## src/rtl/bbf_pkg.sv

```systemverilog
// ----------------------------------------------------------------------------
// bbf_pkg: shared types and constants for the box temporal and duplicate filter
// Box layout, table sizes, register indexes, sequencer states and the
// command bundle that drives the box tables.
// ----------------------------------------------------------------------------
`default_nettype none

package bbf_pkg;

   localparam int MAX_BOXES     = 16;
   localparam int COORD_BITS    = 12;
   localparam int IDX_W         = $clog2(MAX_BOXES);
   localparam int CNT_W         = $clog2(MAX_BOXES + 1);
   localparam int AREA_W        = 2 * COORD_BITS;
   localparam int PCT_W         = 7;
   localparam int PROD_W        = AREA_W + PCT_W;
   localparam int STABLE_AREA_W = 25;
   localparam int AREA_CMP_W    = (AREA_W > STABLE_AREA_W) ? AREA_W : STABLE_AREA_W;
   localparam int KEPT_W        = 5;
   localparam int BOX_W         = 4 * COORD_BITS;
   localparam int REQ_DATA_W    = ((BOX_W + 7) / 8) * 8;
   localparam int RSP_DATA_W    = ((4 + KEPT_W + 7) / 8) * 8;
   localparam int CSR_INDEX_W   = 2;
   localparam int CSR_DATA_W    = STABLE_AREA_W;
   localparam int PCT_SCALE     = 100;

   localparam logic [STABLE_AREA_W-1:0] STABLE_AREA_RESET = STABLE_AREA_W'(1000);
   localparam logic [PCT_W-1:0]         TRACK_PCT_RESET   = PCT_W'(50);
   localparam logic [PCT_W-1:0]         DUP_PCT_RESET     = PCT_W'(60);

   typedef logic [COORD_BITS-1:0] coord_type;

   // Packed so that x sits in the lowest bits, as on the request bus.
   typedef struct packed {
      coord_type h;
      coord_type w;
      coord_type y;
      coord_type x;
   } box_type;

   typedef enum logic [CSR_INDEX_W-1:0] {
      CSR_STABLE_AREA = 2'd0,
      CSR_TRACK_PCT   = 2'd1,
      CSR_DUP_PCT     = 2'd2
   } csr_index_type;

   typedef enum logic [2:0] {
      ST_IDLE,
      ST_AREA,
      ST_CHECK,
      ST_TRACK,
      ST_STORE,
      ST_DUP,
      ST_FINISH,
      ST_RESP
   } state_type;

   typedef struct packed {
      logic             rd_en;
      logic             rd_acc;
      logic [IDX_W-1:0] rd_addr;
      logic             bank;
      logic             stab_we;
      logic             acc_we;
      logic [IDX_W-1:0] wr_addr;
   } store_cmd_type;

   typedef struct packed {
      logic valid;
      logic hit;
   } ovl_res_type;

endpackage

`default_nettype wire

```

## src/rtl/bbf_overlap_unit.sv

```systemverilog
// ----------------------------------------------------------------------------
// bbf_overlap_unit: pipelined overlap test shared by both table scans
// Four stages: intersection edges, areas, scaled cross products, compare.
// Accepts one box pair per cycle; answers inter * 100 > pct * min(areas).
// ----------------------------------------------------------------------------
`default_nettype none

module bbf_overlap_unit (
   input  wire logic                          clock,
   input  wire logic                          reset,
   input  wire logic                          in_valid,
   input  wire bbf_pkg::box_type              box_a,
   input  wire bbf_pkg::box_type              box_b,
   input  wire logic [bbf_pkg::AREA_W-1:0]    area_a,
   input  wire logic [bbf_pkg::PCT_W-1:0]     pct,
   output bbf_pkg::ovl_res_type               res
);

   logic [bbf_pkg::COORD_BITS:0]   a_right, b_right, a_bottom, b_bottom;
   logic [bbf_pkg::COORD_BITS:0]   right, bottom, left, top, dx, dy;
   logic [bbf_pkg::COORD_BITS-1:0] iw, ih;
   logic [bbf_pkg::AREA_W-1:0]     min_area;

   logic                           v1_ff, v2_ff, v3_ff;
   logic [bbf_pkg::COORD_BITS-1:0] iw_ff, ih_ff, bw_ff, bh_ff;
   logic [bbf_pkg::AREA_W-1:0]     inter_ff, oarea_ff;
   logic [bbf_pkg::PROD_W-1:0]     lhs_ff, rhs_ff;
   bbf_pkg::ovl_res_type           res_ff;

   always_comb begin
      a_right  = {1'b0, box_a.x} + {1'b0, box_a.w};
      b_right  = {1'b0, box_b.x} + {1'b0, box_b.w};
      a_bottom = {1'b0, box_a.y} + {1'b0, box_a.h};
      b_bottom = {1'b0, box_b.y} + {1'b0, box_b.h};
      left     = (box_a.x > box_b.x) ? {1'b0, box_a.x} : {1'b0, box_b.x};
      top      = (box_a.y > box_b.y) ? {1'b0, box_a.y} : {1'b0, box_b.y};
      right    = (a_right < b_right) ? a_right : b_right;
      bottom   = (a_bottom < b_bottom) ? a_bottom : b_bottom;
      dx       = right - left;
      dy       = bottom - top;
      // An empty intersection in either axis gives zero area.
      if ((right > left) && (bottom > top)) begin
         iw = dx[bbf_pkg::COORD_BITS-1:0];
         ih = dy[bbf_pkg::COORD_BITS-1:0];
      end else begin
         iw = '0;
         ih = '0;
      end
      min_area = (area_a < oarea_ff) ? area_a : oarea_ff;
   end

   always_ff @(posedge clock) begin
      if (reset) begin
         v1_ff  <= 1'b0;
         v2_ff  <= 1'b0;
         v3_ff  <= 1'b0;
         res_ff <= '0;
      end else begin
         v1_ff        <= in_valid;
         v2_ff        <= v1_ff;
         v3_ff        <= v2_ff;
         res_ff.valid <= v3_ff;
         res_ff.hit   <= lhs_ff > rhs_ff;
      end
   end

   always_ff @(posedge clock) begin
      iw_ff    <= iw;
      ih_ff    <= ih;
      bw_ff    <= box_b.w;
      bh_ff    <= box_b.h;
      inter_ff <= bbf_pkg::AREA_W'(iw_ff) * bbf_pkg::AREA_W'(ih_ff);
      oarea_ff <= bbf_pkg::AREA_W'(bw_ff) * bbf_pkg::AREA_W'(bh_ff);
      lhs_ff   <= bbf_pkg::PROD_W'(inter_ff) * bbf_pkg::PROD_W'(bbf_pkg::PCT_SCALE);
      rhs_ff   <= bbf_pkg::PROD_W'(pct) * bbf_pkg::PROD_W'(min_area);
   end

   assign res = res_ff;

endmodule

`default_nettype wire

```

## src/rtl/bbf_box_store.sv

```systemverilog
// ----------------------------------------------------------------------------
// bbf_box_store: stable-box and accepted-box tables
// The stable table has two banks; one holds the previous frame, the other
// collects the current one. Reads are registered, one box per cycle.
// ----------------------------------------------------------------------------
`default_nettype none

module bbf_box_store (
   input  wire logic                   clock,
   input  wire logic                   reset,
   input  wire bbf_pkg::store_cmd_type cmd,
   input  wire bbf_pkg::box_type       wr_box,
   output bbf_pkg::box_type            rd_box,
   output logic                        rd_valid
);

   bbf_pkg::box_type stab_mem [2*bbf_pkg::MAX_BOXES];
   bbf_pkg::box_type acc_mem  [bbf_pkg::MAX_BOXES];
   bbf_pkg::box_type rd_box_ff;
   logic             rd_valid_ff;

   always_ff @(posedge clock) begin
      if (cmd.stab_we) begin
         stab_mem[{cmd.bank, cmd.wr_addr}] <= wr_box;
      end
      if (cmd.acc_we) begin
         acc_mem[cmd.wr_addr] <= wr_box;
      end
      // The previous frame lives in the bank that is not being filled.
      if (cmd.rd_en) begin
         rd_box_ff <= cmd.rd_acc ? acc_mem[cmd.rd_addr] : stab_mem[{~cmd.bank, cmd.rd_addr}];
      end
   end

   always_ff @(posedge clock) begin
      if (reset) begin
         rd_valid_ff <= 1'b0;
      end else begin
         rd_valid_ff <= cmd.rd_en;
      end
   end

   assign rd_box   = rd_box_ff;
   assign rd_valid = rd_valid_ff;

endmodule

`default_nettype wire

```

## src/rtl/box_temporal_and_duplicate_filter.sv

```systemverilog
// ----------------------------------------------------------------------------
// box_temporal_and_duplicate_filter: bounding box stability and overlap filter
// Sequencer, configuration registers and response register around the shared
// overlap unit and the box tables.
// ----------------------------------------------------------------------------
// One request at a time: an end-of-frame request goes straight to the
// response step; a box that is large enough skips the scan of the
// previous-frame stable boxes, and the scan of the accepted boxes is skipped
// while the accepted table is empty. Each scan stops early on the first
// match. Each scan reads one table entry per cycle through the table read
// port and feeds the four-stage overlap pipeline. A finished response may
// wait in its output register while the next request is taken; if that
// register still holds an unaccepted response when the next one is ready,
// the sequencer waits in its last step.
// ----------------------------------------------------------------------------
`default_nettype none

module box_temporal_and_duplicate_filter (
   input  wire logic                               clock,
   input  wire logic                               reset,
   input  wire logic                               req_tvalid,
   output logic                                    req_tready,
   // box_x, box_y, box_w, box_h (lowest bits first)
   input  wire logic [bbf_pkg::REQ_DATA_W-1:0]     req_tdata,
   // req_type
   input  wire logic                               req_tuser,
   output logic                                    rsp_tvalid,
   input  wire logic                               rsp_tready,
   // kept, was_stable, was_duplicate, table_full, kept_count (lowest bits first)
   output logic [bbf_pkg::RSP_DATA_W-1:0]          rsp_tdata,
   // frame_done
   output logic                                    rsp_tlast,
   input  wire logic                               csr_valid,
   output logic                                    csr_ready,
   input  wire logic [bbf_pkg::CSR_INDEX_W-1:0]    csr_index,
   input  wire logic [bbf_pkg::CSR_DATA_W-1:0]     csr_data
);

   localparam logic [bbf_pkg::CNT_W-1:0] MAX_CNT = bbf_pkg::CNT_W'(bbf_pkg::MAX_BOXES);

   logic [bbf_pkg::STABLE_AREA_W-1:0] stable_area_ff;
   logic [bbf_pkg::PCT_W-1:0]         track_pct_ff, dup_pct_ff;

   bbf_pkg::state_type         state_ff, state_in;
   bbf_pkg::box_type           box_ff, box_in;
   logic                       eof_ff, eof_in;
   logic [bbf_pkg::AREA_W-1:0] barea_ff, barea_in;
   logic                       stable_ff, stable_in;
   logic                       dup_ff, dup_in;
   logic                       full_ff, full_in;
   logic                       kept_ff, kept_in;
   logic [bbf_pkg::CNT_W-1:0]  issue_ff, issue_in;
   logic [bbf_pkg::CNT_W-1:0]  recv_ff, recv_in;
   logic                       hit_ff, hit_in;
   logic                       bank_ff, bank_in;
   logic [bbf_pkg::CNT_W-1:0]  prev_cnt_ff, prev_cnt_in;
   logic [bbf_pkg::CNT_W-1:0]  cur_cnt_ff, cur_cnt_in;
   logic [bbf_pkg::CNT_W-1:0]  acc_cnt_ff, acc_cnt_in;
   logic                       rsp_valid_ff, rsp_valid_in;
   logic [bbf_pkg::RSP_DATA_W-1:0] rsp_data_ff, rsp_data_in;
   logic                       rsp_last_ff, rsp_last_in;

   logic                       req_go, rsp_free, big, scanning, scan_end;
   logic [bbf_pkg::CNT_W-1:0]  limit;
   logic [bbf_pkg::PCT_W-1:0]  scan_pct;

   bbf_pkg::store_cmd_type     cmd;
   bbf_pkg::box_type           rd_box;
   logic                       rd_valid;
   bbf_pkg::ovl_res_type       res;

   bbf_box_store u_store (
      .clock    (clock),
      .reset    (reset),
      .cmd      (cmd),
      .wr_box   (box_ff),
      .rd_box   (rd_box),
      .rd_valid (rd_valid)
   );

   bbf_overlap_unit u_overlap (
      .clock    (clock),
      .reset    (reset),
      .in_valid (rd_valid),
      .box_a    (box_ff),
      .box_b    (rd_box),
      .area_a   (barea_ff),
      .pct      (scan_pct),
      .res      (res)
   );

   // Configuration registers.
   assign csr_ready = 1'b1;

   always_ff @(posedge clock) begin
      if (reset) begin
         stable_area_ff <= bbf_pkg::STABLE_AREA_RESET;
         track_pct_ff   <= bbf_pkg::TRACK_PCT_RESET;
         dup_pct_ff     <= bbf_pkg::DUP_PCT_RESET;
      end else if (csr_valid) begin
         case (bbf_pkg::csr_index_type'(csr_index))
            bbf_pkg::CSR_STABLE_AREA: begin
               stable_area_ff <= csr_data[bbf_pkg::STABLE_AREA_W-1:0];
            end
            bbf_pkg::CSR_TRACK_PCT: begin
               track_pct_ff <= csr_data[bbf_pkg::PCT_W-1:0];
            end
            bbf_pkg::CSR_DUP_PCT: begin
               dup_pct_ff <= csr_data[bbf_pkg::PCT_W-1:0];
            end
            default: begin
            end
         endcase
      end
   end

   // Shared scan control signals.
   always_comb begin
      req_go   = req_tvalid && (state_ff == bbf_pkg::ST_IDLE);
      rsp_free = !rsp_valid_ff || rsp_tready;
      big      = bbf_pkg::AREA_CMP_W'(barea_ff) > bbf_pkg::AREA_CMP_W'(stable_area_ff);
      scanning = (state_ff == bbf_pkg::ST_TRACK) || (state_ff == bbf_pkg::ST_DUP);
      limit    = (state_ff == bbf_pkg::ST_DUP) ? acc_cnt_ff : prev_cnt_ff;
      scan_pct = (state_ff == bbf_pkg::ST_DUP) ? dup_pct_ff : track_pct_ff;
      // A scan is over once it matched or ran out, and nothing is in flight.
      scan_end = (hit_ff || (recv_ff == limit)) && (recv_ff == issue_ff);
   end

   // Next state.
   always_comb begin
      state_in = state_ff;
      case (state_ff)
         bbf_pkg::ST_IDLE: begin
            if (req_go) begin
               state_in = req_tuser ? bbf_pkg::ST_RESP : bbf_pkg::ST_AREA;
            end
         end
         bbf_pkg::ST_AREA: begin
            state_in = bbf_pkg::ST_CHECK;
         end
         bbf_pkg::ST_CHECK: begin
            if (big) begin
               state_in = bbf_pkg::ST_STORE;
            end else if (prev_cnt_ff == '0) begin
               state_in = bbf_pkg::ST_RESP;
            end else begin
               state_in = bbf_pkg::ST_TRACK;
            end
         end
         bbf_pkg::ST_TRACK: begin
            if (scan_end) begin
               state_in = hit_ff ? bbf_pkg::ST_STORE : bbf_pkg::ST_RESP;
            end
         end
         bbf_pkg::ST_STORE: begin
            state_in = (acc_cnt_ff == '0) ? bbf_pkg::ST_FINISH : bbf_pkg::ST_DUP;
         end
         bbf_pkg::ST_DUP: begin
            if (scan_end) begin
               state_in = bbf_pkg::ST_FINISH;
            end
         end
         bbf_pkg::ST_FINISH: begin
            state_in = bbf_pkg::ST_RESP;
         end
         bbf_pkg::ST_RESP: begin
            if (rsp_free) begin
               state_in = bbf_pkg::ST_IDLE;
            end
         end
         default: begin
            state_in = bbf_pkg::ST_IDLE;
         end
      endcase
   end

   // Datapath and table commands.
   always_comb begin
      box_in       = box_ff;
      eof_in       = eof_ff;
      barea_in     = barea_ff;
      stable_in    = stable_ff;
      dup_in       = dup_ff;
      full_in      = full_ff;
      kept_in      = kept_ff;
      issue_in     = issue_ff;
      recv_in      = recv_ff;
      hit_in       = hit_ff;
      bank_in      = bank_ff;
      prev_cnt_in  = prev_cnt_ff;
      cur_cnt_in   = cur_cnt_ff;
      acc_cnt_in   = acc_cnt_ff;
      rsp_valid_in = rsp_valid_ff && !rsp_tready;
      rsp_data_in  = rsp_data_ff;
      rsp_last_in  = rsp_last_ff;

      cmd          = '0;
      cmd.bank     = bank_ff;
      cmd.rd_addr  = issue_ff[bbf_pkg::IDX_W-1:0];
      cmd.rd_acc   = (state_ff == bbf_pkg::ST_DUP);
      cmd.rd_en    = scanning && (issue_ff < limit) && !hit_ff;

      if (cmd.rd_en) begin
         issue_in = issue_ff + 1'b1;
      end
      if (res.valid) begin
         recv_in = recv_ff + 1'b1;
         if (res.hit) begin
            hit_in = 1'b1;
         end
      end

      case (state_ff)
         bbf_pkg::ST_IDLE: begin
            if (req_go) begin
               box_in    = bbf_pkg::box_type'(req_tdata[bbf_pkg::BOX_W-1:0]);
               eof_in    = req_tuser;
               stable_in = 1'b0;
               dup_in    = 1'b0;
               full_in   = 1'b0;
               kept_in   = 1'b0;
            end
         end
         bbf_pkg::ST_AREA: begin
            barea_in = bbf_pkg::AREA_W'(box_ff.w) * bbf_pkg::AREA_W'(box_ff.h);
         end
         bbf_pkg::ST_CHECK: begin
            stable_in = big;
            issue_in  = '0;
            recv_in   = '0;
            hit_in    = 1'b0;
         end
         bbf_pkg::ST_TRACK: begin
            if (scan_end) begin
               stable_in = hit_ff;
            end
         end
         bbf_pkg::ST_STORE: begin
            if (cur_cnt_ff < MAX_CNT) begin
               cmd.stab_we = 1'b1;
               cmd.wr_addr = cur_cnt_ff[bbf_pkg::IDX_W-1:0];
               cur_cnt_in  = cur_cnt_ff + 1'b1;
            end else begin
               full_in = 1'b1;
            end
            issue_in = '0;
            recv_in  = '0;
            hit_in   = 1'b0;
         end
         bbf_pkg::ST_DUP: begin
         end
         bbf_pkg::ST_FINISH: begin
            // hit_ff was cleared on the way in when no accepted box existed.
            dup_in  = hit_ff;
            kept_in = !hit_ff;
            if (!hit_ff) begin
               if (acc_cnt_ff < MAX_CNT) begin
                  cmd.acc_we = 1'b1;
                  cmd.wr_addr = acc_cnt_ff[bbf_pkg::IDX_W-1:0];
                  acc_cnt_in  = acc_cnt_ff + 1'b1;
               end else begin
                  full_in = 1'b1;
               end
            end
         end
         bbf_pkg::ST_RESP: begin
            if (rsp_free) begin
               rsp_valid_in = 1'b1;
               rsp_last_in  = eof_ff;
               rsp_data_in  = bbf_pkg::RSP_DATA_W'({bbf_pkg::KEPT_W'(acc_cnt_ff),
                                                    full_ff, dup_ff, stable_ff, kept_ff});
               if (eof_ff) begin
                  bank_in     = ~bank_ff;
                  prev_cnt_in = cur_cnt_ff;
                  cur_cnt_in  = '0;
                  acc_cnt_in  = '0;
               end
            end
         end
         default: begin
         end
      endcase
   end

   always_ff @(posedge clock) begin
      if (reset) begin
         state_ff     <= bbf_pkg::ST_IDLE;
         issue_ff     <= '0;
         recv_ff      <= '0;
         hit_ff       <= 1'b0;
         bank_ff      <= 1'b0;
         prev_cnt_ff  <= '0;
         cur_cnt_ff   <= '0;
         acc_cnt_ff   <= '0;
         rsp_valid_ff <= 1'b0;
      end else begin
         state_ff     <= state_in;
         issue_ff     <= issue_in;
         recv_ff      <= recv_in;
         hit_ff       <= hit_in;
         bank_ff      <= bank_in;
         prev_cnt_ff  <= prev_cnt_in;
         cur_cnt_ff   <= cur_cnt_in;
         acc_cnt_ff   <= acc_cnt_in;
         rsp_valid_ff <= rsp_valid_in;
      end
   end

   always_ff @(posedge clock) begin
      box_ff      <= box_in;
      eof_ff      <= eof_in;
      barea_ff    <= barea_in;
      stable_ff   <= stable_in;
      dup_ff      <= dup_in;
      full_ff     <= full_in;
      kept_ff     <= kept_in;
      rsp_data_ff <= rsp_data_in;
      rsp_last_ff <= rsp_last_in;
   end

   assign req_tready = (state_ff == bbf_pkg::ST_IDLE);
   assign rsp_tvalid = rsp_valid_ff;
   assign rsp_tdata  = rsp_data_ff;
   assign rsp_tlast  = rsp_last_ff;

endmodule

`default_nettype wire
```

## config.mk

```make
export PLATFORM = sky130hd
export DESIGN_NAME = box_temporal_and_duplicate_filter
export DESIGN_NICKNAME = d
export VERILOG_FILES = /design/src/rtl/bbf_pkg.sv /design/src/rtl/bbf_overlap_unit.sv /design/src/rtl/bbf_box_store.sv /design/src/rtl/box_temporal_and_duplicate_filter.sv
export SDC_FILE = /design/constraint.sdc
export NUM_CORES = 2
export LEC_CHECK = 0
export ABC_AREA = 1
export BUFFER_PORTS_ARGS = -buffer_cell sky130_fd_sc_hd__buf_2
export CAP_MARGIN = 20
export CORE_ASPECT_RATIO = 1.2
export CORE_UTILIZATION = 42
export CTS_BUF_LIST = sky130_fd_sc_hd__clkbuf_16
export DETAILED_ROUTE_END_ITERATION = 6
export PLACE_DENSITY = 0.54
export SKIP_CTS_REPAIR_TIMING = 1
export SLEW_MARGIN = 30
export SYNTH_ARGS = -nofsm -noshare
export SYNTH_HDL_FRONTEND = slang
export SYNTH_SLANG_ARGS = --single-unit
```

## constraint.sdc

```tcl
create_clock -name clock -period 7.7 [get_ports clock]
set_input_delay 0.77 -clock clock [delete_from_list [all_inputs] [get_ports clock]]
set_output_delay 0.77 -clock clock [all_outputs]
set_load 0.02 [all_outputs]
```

======== Word-level counts from Yosys, hierarchy flattened ========
Memory sizes are Yosys's and may differ from the RTL's. A register that Yosys moved wholly into a read port is not among the register bits.
Index checks and enable logic that the tools add are counted.
operators by class
  mux-type cells .......................... 49
  eq/ne operators ......................... 21
  add/subtract/negate cells ............... 10
  reductions and logical operators ........ 35
  bitwise gates (word level) .............. 1
  magnitude comparators ................... 12
  multiply operators ...................... 5
  divide/modulo/power cells ............... 0
  shifts and indexed selects .............. 0
operators with widths
  operator                                                              count
  12-bit by 12-bit multiplier with 24-bit output                        3
  12-bit by 12-bit adder with 13-bit output                             4
  48-bit 2-to-1 mux                                                     1
  5-bit 2-to-1 mux                                                      8
  31-bit > comparator                                                   1
  7-bit by 24-bit multiplier with 31-bit output                         1
  24-bit by 5-bit multiplier with 29-bit output, second input constant  1
  13-bit by 12-bit > comparator with 1-bit output                       2
  13-bit less-than comparator                                           2
  13-bit 2-to-1 mux                                                     2
  24-bit by 25-bit > comparator with 1-bit output                       1
  12-bit > comparator                                                   2
  24-bit less-than comparator                                           1
  12-bit 2-to-1 mux                                                     2
  24-bit 2-to-1 mux                                                     1
  3-bit one-hot mux with 8 select lines                                 1
  12-bit subtractor                                                     2
  3-bit 2-to-1 mux                                                      7
  5-bit by 1-bit adder with 5-bit output, second input constant         4
  5-bit one-hot mux with 2 select lines                                 2
  2-bit != test, second input constant                                  9
  1-bit 2-to-1 mux                                                      14
  2-bit AND reduction                                                   7
  3-bit equality test, second input constant                            4
  27 further kinds                                                      51
word-level totals
  ROM bits ................................ 0
  output and inout bits ................... 20
  RAM bits ................................ 2,304
  latch bits .............................. 0
  memories ................................ 2
  word-level logic and storage cells ...... 177
  register bits after elaboration ......... 367
memories
  memory            words  bits a word  read ports  clocked after Yosys merged registers in  write ports  RTL line             RTL
  u_store.stab_mem  32     48           1           0                                        1            bbf_box_store.sv:17  bbf_pkg::box_type stab_mem [2*bbf_pkg::MAX_BOXES];
  u_store.acc_mem   16     48           1           1                                        1            bbf_box_store.sv:18  bbf_pkg::box_type acc_mem [bbf_pkg::MAX_BOXES];

======== Longest topological paths before layout ========
  depth in word-level cells ............... 7
  gate-level depth with buffers ........... 32

======== Hierarchy ========
From an unflattened synthesis, not the netlist that was laid out.
second synthesis, totals
  cells, all modules ...................... 12,654
  area, all modules ....................... 133,672.0 µm²
by module, submodules not included
  module                             area each (µm²)  times used  seq. area each (µm²)  cells each
  bbf_box_store                      93,754.9         1           70,647.8              7,438
  bbf_overlap_unit                   28,369.7         1           3,223.1               3,886
  box_temporal_and_duplicate_filter  11,547.3         1           4,013.8               1,330

======== Worst setup path after synthesis ========
OpenSTA, ideal clock, no wires.
  kind .................................... reg2reg
  from .................................... register barea_ff[23] in the netlist's numbering
  to ...................................... register u_overlap.rhs_ff[19] in the netlist's numbering
  arrival time ............................ 5,505 ps
  stages on the path, launching flop included .. 28
  setup slack ............................. 2,123 ps
  cells stage by stage .................... edfxtp_1 > ha_1 > nand2_1 > inv_1 > nand3_1 > nor3_1 > o211ai_2 > nand2_1 > buf_2 > nand2_1 > nand2_1 > nor2_1 > fa_1 > inv_1 > fa_1 > inv_1 > fa_1 > inv_1 > fa_1 > inv_1 > ha_1 > a21oi_1 > a21boi_0 > inv_1 > a21oi_1 > nor2_1 > nor2_1 > xnor2_1
on the way
  word-level cells in the longest chain between the ends .. 3
ends and longest elaborated chain
  item                                           RTL line                                  RTL
  start: declaration                             box_temporal_and_duplicate_filter.sv:47   logic [bbf_pkg::AREA_W-1:0] barea_ff, barea_in;
  start signal: assignment                       box_temporal_and_duplicate_filter.sv:312  barea_ff <= barea_in;
  24-bit less-than comparator                    bbf_overlap_unit.sv:49                    min_area = (area_a < oarea_ff) ? area_a : oarea_ff;
  24-bit 2-to-1 mux                              bbf_overlap_unit.sv:49
  7-bit by 24-bit multiplier with 31-bit output  bbf_overlap_unit.sv:75                    rhs_ff <= bbf_pkg::PROD_W'(pct) * bbf_pkg::PROD_W'(min_area);
  end signal: assignment                         bbf_overlap_unit.sv:75
  end: declaration                               bbf_overlap_unit.sv:27                    logic [bbf_pkg::PROD_W-1:0] lhs_ff, rhs_ff;
Every way passes these cells.
A chain may end at the register's enable or synchronous reset.

======== Worst setup path after layout ========
  from .................................... register box_ff[14] in the netlist's numbering
  to ...................................... register u_overlap.ih_ff[7] in the netlist's numbering
on the way
  word-level cells in the longest chain between the ends .. 5
  elaborated cells on any way between the ends .. 8
  those cells by class .................... 2 x add/sub; 3 x order compare; 2 x mux; 1 x reduce/logical
ends and longest elaborated chain
  item                                             RTL line                                  RTL
  start: declaration                               box_temporal_and_duplicate_filter.sv:45   bbf_pkg::box_type box_ff, box_in;
  start signal: assignment                         box_temporal_and_duplicate_filter.sv:310  box_ff <= box_in;
  12-bit by 12-bit adder with 13-bit output        bbf_overlap_unit.sv:33                    a_bottom = {1'b0, box_a.y} + {1'b0, box_a.h};
  13-bit less-than comparator                      bbf_overlap_unit.sv:38                    bottom = (a_bottom < b_bottom) ? a_bottom : b_bottom;
  13-bit 2-to-1 mux                                bbf_overlap_unit.sv:38
  13-bit by 12-bit > comparator with 1-bit output  bbf_overlap_unit.sv:42                    if ((right > left) && (bottom > top)) begin
  1-bit logical AND                                bbf_overlap_unit.sv:42
  end signal: assignment                           bbf_overlap_unit.sv:69                    ih_ff <= ih;
  end: declaration                                 bbf_overlap_unit.sv:25                    logic [bbf_pkg::COORD_BITS-1:0] iw_ff, ih_ff, bw_ff, bh_ff;
Parallel ways exist; a longest one is shown, timed or not.

==> impl_metrics.env <==
export IMPL_slew_viol_final=0
export IMPL_wl_met3_um=28700
export IMPL_vias=89200
export IMPL_drive_above_1_share=0.0723
export IMPL_die_x_um=508
export IMPL_synthToLayoutAreaGrowth_pct=11.4
export IMPL_wl_met1_um=165000
export IMPL_setup_violations=0
export IMPL_synth_async_reset_ratio=0
export IMPL_routed_top_layer="met5"
export IMPL_maxCapViolations=0
export IMPL_dp_worst_setup_slack_ns=1.43
export IMPL_hold_violations=0
export IMPL_placedInstanceArea_mm2=0.135
export IMPL_synth_area_mm2=0.129
export IMPL_grt_pass1_wl_um=595000
export IMPL_start_util=0.423
export IMPL_finalSetupTns_ns=0
export IMPL_cp_data_arrival_time_ns=7.10
export IMPL_drt_initial_drc_count=9847
export IMPL_clk_pin_slew_ns=0.06
export IMPL_avgSynthCellArea_um2=11.4
export IMPL_cts_tree="built"
export IMPL_clock_path_buffers=4
export IMPL_finalInstanceArea_mm2=0.144
export IMPL_dominantRegCellSynth="edfxtp_1"
export IMPL_crit_start="box_ff[14]$_DFFE_PP_"
export IMPL_rsz0062_at_grt="false"
export IMPL_root_buffer="clkbuf_16"
export IMPL_yosysUniqueCellTypes=55
export IMPL_ys_seq_area_frac=0.605
export IMPL_power_leakage_nw=54.3
export IMPL_status="finished, final reports clean"
export IMPL_slowest_stage="buf_4"
export IMPL_grt_usage=0.261
export IMPL_via_per_inst=5.74
export IMPL_dr_pass1_iters=6
export IMPL_critPathKind="register to register"
export IMPL_finalWorstSetupSlack_ns=1.33
export IMPL_syn_inst=11300
export IMPL_slew_headroom=0.269
export IMPL_cts_buffers=289
export IMPL_endpoint_kind="register"
export IMPL_synth_edff_count=2439
export IMPL_p_total_mw=71.3
export IMPL_antenna_left=0
export IMPL_max_freq_mhz=157
export IMPL_power_density_mw_per_mm2=497
export IMPL_antenna_found_initial=38
export IMPL_critPathBufInv=5
export IMPL_crit_path_start_kind="register"
export IMPL_grt_max_degree=193
export IMPL_layout_commonest_cell="edfxtp_1"
export IMPL_vdd_ir_drop_max_mv=0.972
export IMPL_fp_coreArea_mm2=0.305
export IMPL_crit_path_max_incr_delay_ns=0.55
export IMPL_dp_hpwl_um=254000
export IMPL_cts_sinks=2675
export IMPL_hp_class="primary input to register"
export IMPL_grt_overflow=0
export IMPL_finalCritPeriodShare=0.827
export IMPL_yosysWarningCount=0
export IMPL_crit_fanout=51
export IMPL_grt_pass1_vias=88200
export IMPL_ioPinCount=101
export IMPL_hold_start="req_tdata[29]"
export IMPL_num_rows=222
export IMPL_insertion_delay_ns=0.89
export IMPL_die_area_mm2=0.309
export IMPL_routedWlPerCell_um=26.4
export IMPL_holdWs_ns=0.0720
export IMPL_crit_required_ns=8.42
export IMPL_dr_wl_met2_um=199000
export IMPL_fin_crit_ns=6.37
export IMPL_nets=12300
export IMPL_wirelength_um=410000
export IMPL_final_cell_mix="2,439 x edfxtp_1, 1,488 x nor2_1, 1,349 x o21ai_0"
export IMPL_synth_seq_cells=2675
export IMPL_portBuffers=92
export IMPL_die_h_um=609
export IMPL_drc_errors=0
export IMPL_r2r_start="box_ff[14]$_DFFE_PP_"
export IMPL_place_congestion=0.892
export IMPL_cts_htree_levels=5
export IMPL_cp_common_cell="nand2_1"
export IMPL_cp_top_family="simple AND/OR/NAND/NOR gates"
export IMPL_fin_worst_skew_ns=0.0841
export IMPL_tightest_slew_ns=1.10
## final cells by class
class / count / area (um2)
Multi-Input combinational cell: 6962 / 45000
Sequential cell: 2675 / 78000
Antenna cell: 9 / 22.5
Timing Repair Buffer: 328 / 2610
Clock inverter: 205 / 1550
Fill cell: 27600 / 161000
Inverter: 1040 / 3940
Clock buffer: 298 / 7460
Tap cell: 4032 / 5040
## metrics by stage
stage           util  std cells
2_1_floorplan      -      11300
3_3_place_gp   0.441      15000
3_5_place_dp   0.441      15000
4_1_cts        0.471      15500
5_1_grt        0.471      15500
6_report       0.471      15500
## Yosys cell counts (all sizes together), types with 95 or more instances
cell type | count | area share
o22ai | 280 | 0.014
xor2 | 103 | 0.0070
nand2 | 1283 | 0.038
nand4 | 95 | 0.0046
o221ai | 269 | 0.018
inv | 1037 | 0.030
buf | 131 | 0.0051
ha | 517 | 0.050
clkbuf | 479 | 0.014
a21oi | 272 | 0.011
o211ai | 135 | 0.0079
edfxtp | 2439 | 0.57
fa | 434 | 0.067
nand3 | 340 | 0.013
o21ai | 1437 | 0.056
dfxtp | 236 | 0.037
nor2 | 1550 | 0.046
## routing by layer
metal	up-vias	track usage
met5	-	0
met4	14	0.104
met3	748	0.0383
met2	3504	0.439
met1	45200	0.338
li1	39700	-
## registers in the layout, indices dropped and copies added (netlist names), 24 cells and up, named ones only
signal,count
u_store.stab_mem,1536
u_store.acc_mem,768
box_ff,48
u_store.rd_box,48
u_overlap.rhs_ff,31
u_overlap.lhs_ff,29
stable_area_ff,25
barea_ff,24
u_overlap.inter_ff,24
u_overlap.oarea_ff,24
## cells by family (layout without fill, tap and decap cells)
| family | after synthesis | count (layout) | synth area share |
|---|---|---|---|
| adders and majority gates | 951 | 951 | 0.118 |
| and+or+nand+nor | 3353 | 3353 | 0.105 |
| buffers and inverters | 1650 | 1871 | 0.0494 |
| AOI/OAI and AO/OA | 2480 | 2480 | 0.112 |
| xor gates and xnor gates | 170 | 170 | 0.0115 |
| other | 2 | 17 | 0.0000582 |
| DFF | 2675 | 2675 | 0.605 |
## power by group
group,internal [mW],switching [mW]
clock network,7.66,5.77
registers,17.9,0.751
logic,13.5,25.8
total,39.0,32.3
## worst reg2reg max path: cells and delay by family (launching register included)
| family | cells | cell delay (ns) |
|---|---|---|
| AO/OA/AOI/OAI | 6 | 1.15 |
| AND/OR/NAND/NOR | 16 | 2.53 |
| flip-flops | 1 | 0.33 |
| adder cells (fa/ha/maj) | 3 | 1.06 |
| buffers and inverters | 5 | 1.15 |
## path summary, 6_finish.rpt
path / end / slack, ns / depth (start not counted)
worst min register to register: u_overlap.lhs_ff[3]$_DFF_P_ / 0.38 / 0
worst max-delay path: u_overlap.ih_ff[7]$_SDFF_PN0_ / 1.33 / 30
worst min-delay path: box_ff[29]$_DFFE_PP_ / 0.07 / 1
worst max register to register: u_overlap.ih_ff[7]$_SDFF_PN0_ / 1.33 / 30
(Power assumes the default switching activity.)
